### src/rtl/iale_pkg.sv
// ----------------------------------------------------------------------------
// iale_pkg
// Command codes, status codes and fixed field widths of the indexed array
// list engine.
// ----------------------------------------------------------------------------
`default_nettype none

package iale_pkg;

  localparam int CmdW    = 3;
  localparam int StatusW = 3;

  typedef enum logic [CmdW-1:0] {
    CmdInsert    = 3'd0,
    CmdErase     = 3'd1,
    CmdFind      = 3'd2,
    CmdModify    = 3'd3,
    CmdPushBack  = 3'd4,
    CmdPushFront = 3'd5,
    CmdPopBack   = 3'd6,
    CmdPopFront  = 3'd7
  } cmd_e;

  localparam logic [StatusW-1:0] StOk       = 3'd0;
  localparam logic [StatusW-1:0] StBadPos   = 3'd1;
  localparam logic [StatusW-1:0] StFull     = 3'd2;
  localparam logic [StatusW-1:0] StEmpty    = 3'd3;
  localparam logic [StatusW-1:0] StNotFound = 3'd4;

endpackage

`default_nettype wire

### src/rtl/iale_ram.sv
// ----------------------------------------------------------------------------
// iale_ram
// Element store: one write port and one read port with registered read data.
// ----------------------------------------------------------------------------
`default_nettype none

module iale_ram #(
  parameter int DEPTH = 64,
  parameter int WIDTH = 32
) (
  input  logic                     clk_i,
  input  logic                     wr_en_i,
  input  logic [$clog2(DEPTH)-1:0] wr_addr_i,
  input  logic [WIDTH-1:0]         wr_data_i,
  input  logic                     rd_en_i,
  input  logic [$clog2(DEPTH)-1:0] rd_addr_i,
  output logic [WIDTH-1:0]         rd_data_o
);

  logic [WIDTH-1:0] mem [DEPTH];
  logic [WIDTH-1:0] rd_data_q;

  always_ff @(posedge clk_i) begin
    if (wr_en_i) begin
      mem[wr_addr_i] <= wr_data_i;
    end
  end

  always_ff @(posedge clk_i) begin
    if (rd_en_i) begin
      rd_data_q <= mem[rd_addr_i];
    end
  end

  assign rd_data_o = rd_data_q;

endmodule

`default_nettype wire

### src/rtl/iale_ctrl.sv
// ----------------------------------------------------------------------------
// iale_ctrl
// Command sequencer: checks each command, keeps the count and walks the
// element store with one shared index stepper and comparator for shifts and
// searches.
// ----------------------------------------------------------------------------
`default_nettype none

module iale_ctrl #(
  parameter int CAPACITY   = 64,
  parameter int DATA_WIDTH = 32
) (
  input  logic                              clk_i,
  input  logic                              rst_ni,
  input  logic                              in_valid_i,
  output logic                              in_stall_o,
  input  logic [iale_pkg::CmdW-1:0]         command_i,
  input  logic [$clog2(CAPACITY+1)-1:0]     position_i,
  input  logic signed [DATA_WIDTH-1:0]      value_i,
  output logic                              wr_en_o,
  output logic [$clog2(CAPACITY)-1:0]       wr_addr_o,
  output logic [DATA_WIDTH-1:0]             wr_data_o,
  output logic                              rd_en_o,
  output logic [$clog2(CAPACITY)-1:0]       rd_addr_o,
  input  logic [DATA_WIDTH-1:0]             rd_data_i,
  output logic                              res_valid_o,
  input  logic                              res_take_i,
  output logic [iale_pkg::StatusW-1:0]      res_status_o,
  output logic [$clog2(CAPACITY)-1:0]       res_found_o,
  output logic [$clog2(CAPACITY+1)-1:0]     res_count_o
);

  import iale_pkg::*;

  localparam int CntW = $clog2(CAPACITY + 1);
  localparam int IdxW = $clog2(CAPACITY);
  localparam logic [CntW-1:0] CapCnt = CntW'(CAPACITY);

  localparam logic [2:0] SIdle  = 3'd0;
  localparam logic [2:0] SOpen  = 3'd1;
  localparam logic [2:0] SClose = 3'd2;
  localparam logic [2:0] SFind  = 3'd3;
  localparam logic [2:0] SDone  = 3'd4;

  logic [2:0]            state_q, state_d;
  logic [CntW-1:0]       count_q, count_d;
  logic [CntW-1:0]       idx_q, idx_d;
  logic [CntW-1:0]       pos_q, pos_d;
  logic [DATA_WIDTH-1:0] val_q, val_d;
  logic                  pend_q, pend_d;
  logic [IdxW-1:0]       wa_q, wa_d;
  logic [StatusW-1:0]    status_q, status_d;
  logic [IdxW-1:0]       found_q, found_d;

  cmd_e            cmd;
  logic            is_full;
  logic            is_empty;
  logic [CntW-1:0] idx_step;
  logic [CntW-1:0] cmp_lo;
  logic [CntW-1:0] cmp_hi;
  logic            more;
  logic [CntW-1:0] rd_addr_full;

  assign cmd      = cmd_e'(command_i);
  assign is_full  = (count_q == CapCnt);
  assign is_empty = (count_q == '0);

  // shared index stepper and bound comparator
  assign idx_step     = (state_q == SOpen) ? idx_q - 1'b1 : idx_q + 1'b1;
  assign cmp_lo       = (state_q == SOpen) ? pos_q : idx_q;
  assign cmp_hi       = (state_q == SOpen) ? idx_q : count_q;
  assign more         = (cmp_lo < cmp_hi);
  assign rd_addr_full = (state_q == SFind) ? idx_q : idx_step;
  assign rd_addr_o    = rd_addr_full[IdxW-1:0];

  always_comb begin
    state_d   = state_q;
    count_d   = count_q;
    idx_d     = idx_q;
    pos_d     = pos_q;
    val_d     = val_q;
    pend_d    = 1'b0;
    wa_d      = wa_q;
    status_d  = status_q;
    found_d   = found_q;
    wr_en_o   = 1'b0;
    wr_addr_o = pos_q[IdxW-1:0];
    wr_data_o = val_q;
    rd_en_o   = 1'b0;
    unique case (state_q)
      SIdle: begin
        if (in_valid_i) begin
          val_d    = value_i;
          pos_d    = position_i;
          found_d  = '0;
          status_d = StOk;
          idx_d    = '0;
          state_d  = SDone;
          unique case (cmd)
            CmdInsert: begin
              if (position_i > count_q) begin
                status_d = StBadPos;
              end else if (is_full) begin
                status_d = StFull;
              end else begin
                idx_d   = count_q;
                count_d = count_q + 1'b1;
                state_d = SOpen;
              end
            end
            CmdErase: begin
              if (is_empty) begin
                status_d = StEmpty;
              end else if (position_i >= count_q) begin
                status_d = StBadPos;
              end else begin
                idx_d   = position_i;
                count_d = count_q - 1'b1;
                state_d = SClose;
              end
            end
            CmdFind: begin
              state_d = SFind;
            end
            CmdModify: begin
              if (is_empty) begin
                status_d = StEmpty;
              end else if (position_i >= count_q) begin
                status_d = StBadPos;
              end else begin
                wr_en_o   = 1'b1;
                wr_addr_o = position_i[IdxW-1:0];
                wr_data_o = value_i;
              end
            end
            CmdPushBack: begin
              if (is_full) begin
                status_d = StFull;
              end else begin
                wr_en_o   = 1'b1;
                wr_addr_o = count_q[IdxW-1:0];
                wr_data_o = value_i;
                count_d   = count_q + 1'b1;
              end
            end
            CmdPushFront: begin
              if (is_full) begin
                status_d = StFull;
              end else begin
                pos_d   = '0;
                idx_d   = count_q;
                count_d = count_q + 1'b1;
                state_d = SOpen;
              end
            end
            CmdPopBack: begin
              if (is_empty) begin
                status_d = StEmpty;
              end else begin
                count_d = count_q - 1'b1;
              end
            end
            CmdPopFront: begin
              if (is_empty) begin
                status_d = StEmpty;
              end else begin
                count_d = count_q - 1'b1;
                state_d = SClose;
              end
            end
          endcase
        end
      end
      SOpen: begin
        if (pend_q) begin
          wr_en_o   = 1'b1;
          wr_addr_o = wa_q;
          wr_data_o = rd_data_i;
        end
        if (more) begin
          rd_en_o = 1'b1;
          pend_d  = 1'b1;
          wa_d    = idx_q[IdxW-1:0];
          idx_d   = idx_step;
        end else if (!pend_q) begin
          wr_en_o   = 1'b1;
          wr_addr_o = pos_q[IdxW-1:0];
          wr_data_o = val_q;
          state_d   = SDone;
        end
      end
      SClose: begin
        if (pend_q) begin
          wr_en_o   = 1'b1;
          wr_addr_o = wa_q;
          wr_data_o = rd_data_i;
        end
        if (more) begin
          rd_en_o = 1'b1;
          pend_d  = 1'b1;
          wa_d    = idx_q[IdxW-1:0];
          idx_d   = idx_step;
        end else if (!pend_q) begin
          state_d = SDone;
        end
      end
      SFind: begin
        if (pend_q && (rd_data_i == val_q)) begin
          found_d = wa_q;
          state_d = SDone;
        end else if (more) begin
          rd_en_o = 1'b1;
          pend_d  = 1'b1;
          wa_d    = idx_q[IdxW-1:0];
          idx_d   = idx_step;
        end else begin
          status_d = StNotFound;
          state_d  = SDone;
        end
      end
      SDone: begin
        if (res_take_i) begin
          state_d = SIdle;
        end
      end
      default: begin
        state_d = SIdle;
      end
    endcase
  end

  always_ff @(posedge clk_i or negedge rst_ni) begin
    if (!rst_ni) begin
      state_q <= SIdle;
      count_q <= '0;
      pend_q  <= 1'b0;
    end else begin
      state_q <= state_d;
      count_q <= count_d;
      pend_q  <= pend_d;
    end
  end

  always_ff @(posedge clk_i) begin
    idx_q    <= idx_d;
    pos_q    <= pos_d;
    val_q    <= val_d;
    wa_q     <= wa_d;
    status_q <= status_d;
    found_q  <= found_d;
  end

  assign in_stall_o   = (state_q != SIdle);
  assign res_valid_o  = (state_q == SDone);
  assign res_status_o = status_q;
  assign res_found_o  = found_q;
  assign res_count_o  = count_q;

endmodule

`default_nettype wire

### src/rtl/indexed_array_list_engine.sv
// ----------------------------------------------------------------------------
// indexed_array_list_engine
// Ordered list of up to CAPACITY signed values with insert, erase, find,
// modify, push and pop commands; one result transaction per command.
//
//   channel | signals                                    | dir
//   --------+--------------------------------------------+-----
//   in      | in_valid_i, in_stall_o, command_i,         | in
//           | position_i, value_i                        |
//   out     | out_valid_o, out_stall_i, status_o,        | out
//           | found_index_o, entry_count_o               |
//
// One command at a time. Modify, push back, pop back and rejected commands
// finish without walking the store. Insert and push front shift entries at
// and above position up one and write the value, erase and pop front shift
// later entries down, and find scans from index 0 until it matches: the
// sequencer moves one element per cycle through the single store port pair.
// Reset empties the list at once; no clearing pass.
// A result waits in the output register while the next command is taken.
// ----------------------------------------------------------------------------
`default_nettype none

module indexed_array_list_engine #(
  parameter int CAPACITY   = 64,
  parameter int DATA_WIDTH = 32
) (
  input  logic                          clk_i,
  input  logic                          rst_ni,
  input  logic                          in_valid_i,
  output logic                          in_stall_o,
  input  logic [iale_pkg::CmdW-1:0]     command_i,
  input  logic [$clog2(CAPACITY+1)-1:0] position_i,
  input  logic signed [DATA_WIDTH-1:0]  value_i,
  output logic                          out_valid_o,
  input  logic                          out_stall_i,
  output logic [iale_pkg::StatusW-1:0]  status_o,
  output logic [$clog2(CAPACITY)-1:0]   found_index_o,
  output logic [$clog2(CAPACITY+1)-1:0] entry_count_o
);

  import iale_pkg::*;

  localparam int CntW = $clog2(CAPACITY + 1);
  localparam int IdxW = $clog2(CAPACITY);

  logic                  wr_en;
  logic [IdxW-1:0]       wr_addr;
  logic [DATA_WIDTH-1:0] wr_data;
  logic                  rd_en;
  logic [IdxW-1:0]       rd_addr;
  logic [DATA_WIDTH-1:0] rd_data;

  logic                  res_valid;
  logic                  res_take;
  logic [StatusW-1:0]    res_status;
  logic [IdxW-1:0]       res_found;
  logic [CntW-1:0]       res_count;

  logic                  out_valid_q;
  logic [StatusW-1:0]    status_q;
  logic [IdxW-1:0]       found_q;
  logic [CntW-1:0]       count_q;

  iale_ctrl #(
    .CAPACITY   (CAPACITY),
    .DATA_WIDTH (DATA_WIDTH)
  ) u_ctrl (
    .clk_i        (clk_i),
    .rst_ni       (rst_ni),
    .in_valid_i   (in_valid_i),
    .in_stall_o   (in_stall_o),
    .command_i    (command_i),
    .position_i   (position_i),
    .value_i      (value_i),
    .wr_en_o      (wr_en),
    .wr_addr_o    (wr_addr),
    .wr_data_o    (wr_data),
    .rd_en_o      (rd_en),
    .rd_addr_o    (rd_addr),
    .rd_data_i    (rd_data),
    .res_valid_o  (res_valid),
    .res_take_i   (res_take),
    .res_status_o (res_status),
    .res_found_o  (res_found),
    .res_count_o  (res_count)
  );

  iale_ram #(
    .DEPTH (CAPACITY),
    .WIDTH (DATA_WIDTH)
  ) u_ram (
    .clk_i     (clk_i),
    .wr_en_i   (wr_en),
    .wr_addr_i (wr_addr),
    .wr_data_i (wr_data),
    .rd_en_i   (rd_en),
    .rd_addr_i (rd_addr),
    .rd_data_o (rd_data)
  );

  // load the output register when it is empty or being drained
  assign res_take = res_valid && (!out_valid_q || !out_stall_i);

  always_ff @(posedge clk_i or negedge rst_ni) begin
    if (!rst_ni) begin
      out_valid_q <= 1'b0;
    end else if (res_take) begin
      out_valid_q <= 1'b1;
    end else if (!out_stall_i) begin
      out_valid_q <= 1'b0;
    end
  end

  always_ff @(posedge clk_i) begin
    if (res_take) begin
      status_q <= res_status;
      found_q  <= res_found;
      count_q  <= res_count;
    end
  end

  assign out_valid_o   = out_valid_q;
  assign status_o      = status_q;
  assign found_index_o = found_q;
  assign entry_count_o = count_q;

endmodule

`default_nettype wire
### config.mk
export PLATFORM = sky130hd
export DESIGN_NAME = indexed_array_list_engine
export DESIGN_NICKNAME = d
export VERILOG_FILES = /design/src/rtl/iale_pkg.sv /design/src/rtl/iale_ram.sv /design/src/rtl/iale_ctrl.sv /design/src/rtl/indexed_array_list_engine.sv
export SDC_FILE = /design/constraint.sdc
export NUM_CORES = 2
export LEC_CHECK = 0
export ABC_AREA = 1
export BUFFER_PORTS_ARGS = -buffer_cell sky130_fd_sc_hd__buf_2
export CAP_MARGIN = 20
export CORE_MARGIN = 5
export CORE_UTILIZATION = 30
export CTS_CLUSTER_DIAMETER = 80
export CTS_CLUSTER_SIZE = 40
export DETAILED_ROUTE_END_ITERATION = 12
export PLACE_DENSITY_LB_ADDON = 0.2
export RECOVER_POWER = 50
export SLEW_MARGIN = 20
export SYNTH_ARGS = -nofsm -noshare
export SYNTH_HDL_FRONTEND = slang
export SYNTH_SLANG_ARGS = --single-unit
export TNS_END_PERCENT = 100
### constraint.sdc
create_clock -name clk_i -period 4.9 [get_ports clk_i]
set_clock_uncertainty 0.15 [all_clocks]
set_input_delay 0.245 -clock clk_i [delete_from_list [all_inputs] [get_ports clk_i]]
set_output_delay 0.245 -clock clk_i [all_outputs]
set_load 0.1 [all_outputs]
==> qor.csv <==
metric;value;unit
status;finished with violations;
violated checks;max-capacitance violations, max-slew violations;
Core Area;0.299;mm^2
initial antenna violation count;19;
largest cells by area after synthesis;edfxtp_1 72%, nand2_1 8.3%, nand3_1 8.0%, nor2_1 2.0%, o21ai_0 1.7%;
post-synthesis mux area share;0;%
grt ovf;0;
final WL;309000;um
most used cell along the critical path;nand2_1;
detailed router's first-iteration violation count;8029;
Avg Cell Area, Syn;11.8;um^2
RSZ-0062 raised after global routing;false;
XOR/XNOR Fraction of Synth Area;0.175;%
Place WS;0.00666;ns
Post-Syn Area;0.0898;mm^2
# nets final;7720;
Synth Area in Compound Gates;4.17;%
largest family of logic cells by synthesized area;simple AND/OR/NAND/NOR gates;
WL per Instance;26.3;um
postcts setup bufs;0;
worst skew pair latency;0.87;ns
gate count of the mapped netlist;7619;
vias in the first global route;55800;
Crit path required time;5.20;ns
first-pass GRT wire length;435000;um
max cap viols;3;
Max Buffers Root-to-Sink;3;
post-layout util;34.1;%
most frequent cells in the layout;2,157 x edfxtp_1, 1,972 x nand2_1, 1,432 x nand3_1;
#FFs+latches synth;2169;
Post-Synth Adder-Cell Area;0.365;%
type of the most critical hold path;in2reg;
H-tree Lvls;3;
row count;201;
Slew HR;-11.0;%
Final Cycle Share;94.5;%
total number of vias;60100;
share of layout cells above drive strength 1;8.94;%
Filler cells;29500;
clock root buffer;clkbuf_16;
Critical Path AT;4.93;ns
actual slew at the worst max-slew pin;1.66;ns
Hold Vio Cnt, Final;0;
number of I/O pins;64;
Final Critical Period;4.63;ns
leading cell type in the layout, fill and taps excluded;edfxtp_1;
crit start category;flop;
post-synth top area cell;edfxtp_1;
largest net degree at the start of global routing;151;
total CTS buffers;116;
Final Setup Violations;0;
Yosys warning count;0;
via density per instance;5.13;
Sink Count;2169;
Max Fclk;216;MHz
Port Buffers;63;
worst setup slack after layout;0.270;ns
CTS tree;built;
Initial Utilization;30.0;%
Yosys cell types;44;
simple-gate share of the synthesized area;19.3;%
Yosys top cell area share;72.1;%
max incr delay on CP;0.93;ns
post-detail-place hpwl;187000;um
DRT antenna net count;0;
crit path kind;reg2reg;
Area growth syn-to-layout;13.4;%
Critical-path top delay cell;clkbuf_2;
gpl congestion;0.869;
Die Wd;557;um
drt drc;0;
Die Area;0.310;mm^2
worst path cell trace;inv_1, ha_1, nand3_1, nand2_1, a21oi_1, nand2_1, o21bai_1, buf_4, nand2_1, o21ai_0, nand2_1, o221ai_2, clkbuf_2;
crit path max fanout;32;
DRT Pass-1 Iters;9;
Die Y;557;um
fin. max-slew vios;65;
sequential element share of the synthesized area;72.4;%
Global Route Usage Sum;19.3;%
syn_nets;7690;
CP Capture Type;flop;
clk slew on worst S/H paths;0.10;ns
==> stage by stage <==
step | hold slack (ns) | setup TNS (ns) | cell area [um^2] | instances
2_1_floorplan | -0.201 | 0 | 89800 | 7619
3_3_place_gp | 0.0264 | -0.274 | 96900 | 11400
3_5_place_dp | 0.0341 | 0 | 97200 | 11400
4_1_cts | 0.00718 | 0 | 102000 | 11700
5_1_grt | 0.0563 | 0 | 102000 | 11700
6_report | 0.0928 | 0 | 102000 | 11700
==> final timing paths <==
check / startpoint / end / slack (ns) / cells after the start
worst min register to register: u_ctrl.res_found_o[3]$_SDFFCE_PN0P_ / found_index_o[3]$_DFFE_PP_ / 0.28 / 0
max in group asynchronous: rst_ni / u_ctrl.pend_q$_DFF_PN0_ / 3.72 / 3
worst min-delay path: value_i[2] / u_ctrl.val_q[2]$_DFFE_PP_ / 0.09 / 2
worst max-delay path: u_ctrl.res_count_o[1]$_DFFE_PN0P_ / u_ram.mem[48][24]$_DFFE_PP_ / 0.27 / 13
worst max register to register: u_ctrl.res_count_o[1]$_DFFE_PN0P_ / u_ram.mem[48][24]$_DFFE_PP_ / 0.27 / 13
min in group asynchronous: rst_ni / out_valid_o$_DFFE_PN0P_ / 0.40 / 3
==> logic make-up after synthesis <==
kind of cell    after synthesis
xor+xnor                     18
simple gates               4033
buf+inv                     722
fa+ha+maj                    25
compound gates              652
flops                      2169
==> routing by layer <==
metal	vias up	GRT usage [%]	wire, um
met5	-	0	0
met4	0	4.79	8350
met3	306	2.69	23800
met2	2351	28.3	133000
met1	30400	29.9	143000
li1	27000	-	-
==> critical path: cells and delay by family (launching register included) <==
family / cells / cell delay [ns]
flops: 1 / 0.55
fa+ha+maj: 1 / 0.32
compound gates: 4 / 1.06
buf+inv: 3 / 1.54
simple gates: 5 / 0.57
==> flip-flops by register name (all words and copies together), names as in the netlist <==
register and count:
u_ram.mem 2048, found_index_o 6, u_ctrl.res_count_o 7, out_valid_o 1, u_ctrl.res_found_o 6, u_ctrl.state_q 3, u_ram.rd_data_o 32, u_ctrl.pend_q 1
entry_count_o 7, u_ctrl.idx_q 7, u_ctrl.pos_q 7, u_ctrl.wa_q 6, status_o 3, u_ctrl.res_status_o 3, u_ctrl.val_q 32
==> cells in the mapped netlist (all sizes together) <==
master      n
dfrtp      12
inv       254
a211oi      2
xnor2       6
o21bai      2
xor2       12
a21oi      78
nand3    1434
a31oi       2
o21a        1
nor3        5
o22ai      18
a221oi      2
fa          2
nand4      19
edfxtp   2157
nor2      485
clkbuf    159
a22oi      11
o2111ai     4
nand3b      3
nor4        1
nand2    1985
or2       101
o21ai     393
o221ai     20
o211ai    118
ha         23
a21o        1
buf       309
==> final cells by class <==
type	instances	area [um^2]	area share, %
sequential	2169	65100	63.9
multi-input combinational	4728	22200	21.8
tap	3958	4950	4.86
timing repair buffer	380	4140	4.06
clock buffer	118	2930	2.88
clock inverter	102	1560	1.53
inverter	254	985	0.967
antenna	14	35.0	0.0344
==> timing repair <==
| item | 4_1_cts | 5_1_grt |
|---|---|---|
| setup endpoints to repair | 0 | 10 |
| resized for setup | 0 | 4 |
| hold endpoints to repair | 112 | 0 |
| hold buffers | 60 | 0 |
Power is left out: the tool's default activity adds up to more than one toggle a clock period on the data nets, which glitch-free logic cannot reach.
